`config.mk`:
```
export PLATFORM = sky130hd
export DESIGN_NAME = mtg_front
export DESIGN_NICKNAME = d
export VERILOG_FILES = /design/src/design/mtg_pkg.sv /design/src/design/mtg_front.sv
export SDC_FILE = /design/constraint.sdc
export NUM_CORES = 1
export LEC_CHECK = 0
export BUFFER_PORTS_ARGS = -buffer_cell sky130_fd_sc_hd__buf_4
export CORE_MARGIN = 2
export CORE_UTILIZATION = 45
export DETAILED_ROUTE_END_ITERATION = 7
export PLACE_DENSITY = 0.67
export SLEW_MARGIN = 0
export SYNTH_ARGS = -nofsm -noshare
export SYNTH_HDL_FRONTEND = slang
export SYNTH_SLANG_ARGS = --single-unit
export TNS_END_PERCENT = 1
```
`constraint.sdc`:
```
create_clock -name clk -period 6.9 [get_ports clk]
set_input_delay 0.345 -clock clk [delete_from_list [all_inputs] [get_ports clk]]
set_output_delay 0.345 -clock clk [all_outputs]
set_load 0.005 [all_outputs]
```
`src/design/mtg_pkg.sv`:
```
// ----------------------------------------------------------------------------
// mtg_pkg: shared types and constants of the MT19937 generator
// Holds table geometry, the command word and the generator constants.
// ----------------------------------------------------------------------------
package mtg_pkg;

  localparam int TABLE_WORDS  = 624;
  localparam int TWIST_OFFSET = 397;
  localparam int TWIST_BACK   = TABLE_WORDS - TWIST_OFFSET;
  localparam int IDX_W        = $clog2(TABLE_WORDS);
  localparam int WORD_W       = 32;

  typedef logic [IDX_W-1:0]  idx_t;
  typedef logic [WORD_W-1:0] word_t;

  localparam idx_t LAST_IDX = idx_t'(TABLE_WORDS - 1);

  // command codes carried in the opcode field
  localparam logic OP_RESEED = 1'b0;
  localparam logic OP_DRAW   = 1'b1;

  localparam word_t MATRIX_A   = 32'h9908_B0DF;
  localparam word_t SEED_MULT  = 32'd1812433253;
  localparam word_t UPPER_MASK = 32'h8000_0000;
  localparam word_t LOWER_MASK = 32'h7FFF_FFFF;
  localparam word_t TEMPER_B   = 32'h9D2C_5680;
  localparam word_t TEMPER_C   = 32'hEFC6_0000;

  typedef struct packed {
    logic  opcode;
    word_t seed;
  } cmd_t;

endpackage

```
`src/design/mtg_front.sv`:
```
// ----------------------------------------------------------------------------
// mtg_front: input side of the generator
// Two-entry command queue between the input stream and the execution side.
// ----------------------------------------------------------------------------
module mtg_front (
  input  logic          clk,
  input  logic          rst_n,
  input  logic          in_valid,
  output logic          in_ready,
  input  mtg_pkg::cmd_t in_cmd,
  output logic          q_valid,
  input  logic          q_ready,
  output mtg_pkg::cmd_t q_cmd
);
  import mtg_pkg::*;

  cmd_t       ent_r [2];
  logic       wr_ptr_r, wr_ptr_nxt;
  logic       rd_ptr_r, rd_ptr_nxt;
  logic [1:0] count_r, count_nxt;
  logic       push, pop;

  assign in_ready = (count_r != 2'd2);
  assign q_valid  = (count_r != 2'd0);
  assign q_cmd    = ent_r[rd_ptr_r];
  assign push     = in_valid && in_ready;
  assign pop      = q_valid && q_ready;

  always_comb begin
    wr_ptr_nxt = push ? ~wr_ptr_r : wr_ptr_r;
    rd_ptr_nxt = pop ? ~rd_ptr_r : rd_ptr_r;
    count_nxt  = count_r + {1'b0, push} - {1'b0, pop};
  end

  always_ff @(posedge clk) begin
    if (!rst_n) begin
      wr_ptr_r <= 1'b0;
      rd_ptr_r <= 1'b0;
      count_r  <= 2'd0;
    end else begin
      wr_ptr_r <= wr_ptr_nxt;
      rd_ptr_r <= rd_ptr_nxt;
      count_r  <= count_nxt;
    end
  end

  always_ff @(posedge clk) begin
    if (push) begin
      ent_r[wr_ptr_r] <= in_cmd;
    end
  end

endmodule

```
==> flow_metrics.tcl <==
set metrics [dict create \
    cp.buffers_inverters 1 \
    antenna_found_initial 0 \
    wl_um 4450 \
    crit_type "register to output port" \
    arrival_ns 1.91 \
    dieArea_um2 6810 \
    dp.cells 269 \
    io_buffers 71 \
    fp.coreArea_um2 5920 \
    clock-root-buffer "clkbuf_8" \
    grt_pass1_wl_um 6390 \
    irDropWorstVdd_v 0.000210 \
    firstDrtPassIters 4 \
    drtIter0Drc 73 \
    dp_hpwl_um 2970 \
    setup_viol 0 \
    path_depth 2 \
    crit_family "flip-flops" \
    rows 28 \
    busiest_layer "met2" \
    drc 0 \
    gp_congestion 0.692 \
    die-height_um 82.5 \
    final_layout_size_suffix_gt1_share_pct 57.2 \
    cts_buffers 9 \
    p_leak_nw 1.37 \
    cts.sinks 71 \
    postCtsSetupBuffers 0 \
    rrSetupSlack_ns 5.02 \
    cts_tree "built" \
    grtUsageMet1_pct 14.1 \
    worstMarginPinSlew_ns 1.07 \
    postRouteAntennaNets 0 \
    htreeDepth 3 \
    grtUsageMet2_pct 23.7 \
    hp-class "input pin to register" \
    rsz0062_at_grt "false" \
    postCtsHoldBufs 0 \
    rr_endpoint "ent_r[0][11]" \
    slowest_stage "dfxtp_2" \
    yosysWarnings 0 \
    critPathMaxStageDelay_ns 1.04 \
    final-hold-violation-count 0 \
    gr-total-overflow 0 \
    fillers 477 \
    synth_nets 166 \
    regArea_um2 2080 \
    synthCells 127 \
    seq_area_frac_synth_pct 75.1 \
    cts_resized 0 \
    cap_violations 0 \
    synth_seq_cells 71 \
    crit_end "q_cmd[1]" \
    final_area_um2 3480 \
    status "finished, final reports clean" \
    viasPerCell 4.73 \
    track_usage_pct 13.5 \
    cp-start-kind "register" \
    multi_input_comb_area_um2 624 \
    clock_path_buffers 2 \
    whs_ns 0.206 \
    instances_no_fill 283 \
    avgSynthCellArea_um2 21.8 \
    crit_required_ns 6.55 \
    met3_usage_pct 3.70 \
    ios 72 \
    netlist_area_um2 2770 \
    area_growth_pct 25.6 \
    start_util_pct 46.8 \
    setup-tns-final_ns 0 \
    ys_types 18 \
    reg2regPathDepth 3 \
    endpoint_kind "output port" \
    utilization_pct 58.8 \
    diodes 0 \
    maxSlewViolCount 0 \
    clk-insertion-delay-late_ns 0.32 \
    slew_headroom_pct 29.0 \
    finalCritPeriodShare_pct 32.7 \
    die_w_um 82.5 \
    num_vias 1339 \
    grt_pass1_vias 1383 \
    r2r_start "count_r[0]" \
    path_max_fanout 33 \
    final_nets 244 \
    fmax_mhz 443 \
    clkSlewWorstSetupHoldPaths_ns 0.07 \
    wire_per_inst_um 15.7 \
    place_area_um2 3340 \
    power_density_nw_per_um2 332 \
    grt_max_degree 34 \
    crit_path_cell_trace "mux2_2 -> buf_4" \
    fin_crit_ns 2.26 \
    clock_skew_ns 0.00548 \
]
-- per-stage QoR --
step                      setup WS (ns)  power, W
final                              4.64   0.00116
after global routing               4.54   0.00122
after CTS                          4.59   0.00117
after detailed placement           4.96  0.000919
after global placement             4.98  0.000903
after floorplan                    4.47  0.000793
-- report_power, final --
part	internal, W	leakage, nW	switching (W)	total, W
logic	0.000205	0.634	0.000103	0.000308
clock network	0.000124	0.0741	0.000128	0.000252
registers	0.000543	0.658	0.0000531	0.000597
-- routing by layer --
layer	part of all wire (%)	wire length (um)
met3	5.4	242
met1	38	1680
met2	55	2450
met4	1.6	70
met5	0	0
-- cell usage in the layout (no fill, tap or decap) --
cell / instances
and2_1: 2
and3_2: 1
buf_4: 71
clkbuf_1: 2
clkbuf_8: 9
clkinv_1: 2
clkinv_2: 1
dfxtp_1: 4
dfxtp_2: 1
edfxtp_1: 66
ha_1: 2
inv_1: 1
mux2_2: 3
mux2_4: 30
mux2i_1: 1
nand2_1: 2
nand2b_1: 2
nor2_4: 1
nor2b_1: 2
o21a_2: 1
or2_2: 1
xnor2_1: 3
-- state kept, by name, summed over array words and instances, names as in the netlist, named ones only --
name / count
count_r: 2
rd_ptr_r: 1
ent_r: 66
wr_ptr_r: 1
-- synth_stat cells --
cell       n  share of area (%)
and3_1     1               0.23
ha_1       2               0.90
and2_1     2               0.45
nor2b_1    2               0.45
mux2_4    30                 16
nor2_1     1               0.14
or2_2      1               0.23
mux2i_1    1               0.36
buf_12     3                2.2
nand2b_1   2               0.45
nand2_1    2               0.27
inv_1      1               0.14
dfxtp_1    5                3.6
o21a_2     1               0.32
edfxtp_1  66                 71
mux2_2     3                1.2
xnor2_1    3               0.95
buf_6      1               0.41
-- layout make-up --
type,instances,area share [%]
Timing Repair Buffer,71,15.3
Inverter,1,0.108
Tap cell,75,2.69
Sequential cell,71,59.8
Clock inverter,3,0.359
Clock buffer,11,3.77
Multi-Input combinational cell,51,17.9
-- worst reg2reg max path, cell delays in order, from the launching register on --
cell      delay, ns
dfxtp_1        0.39
nand2b_1       0.18
nand2_1        0.16
nor2_4         0.76
-- kinds of logic after synthesis --
kind of cell | share of synthesized area (%)
simple gates | 2.21
buf+inv | 2.71
fa+ha+maj | 0.902
xor+xnor | 0.948
flops | 75.1
mux | 17.8
compound gates | 0.316
-- worst min path at each step --
stage / from / depth (start not counted) / end / slack (ns)
2_1_floorplan: in_cmd[0] / 0 / ent_r[0][0] / 0.44
3_3_place_gp: wr_ptr_r / 2 / wr_ptr_r / 0.50
3_5_place_dp: in_cmd[25] / 1 / ent_r[1][25] / 0.53
4_1_cts: in_cmd[18] / 1 / ent_r[0][18] / 0.18
5_1_grt: in_cmd[18] / 1 / ent_r[1][18] / 0.18
6_report: in_cmd[18] / 1 / ent_r[0][18] / 0.21
No activity file was read; power rests on OpenSTA's default activity.
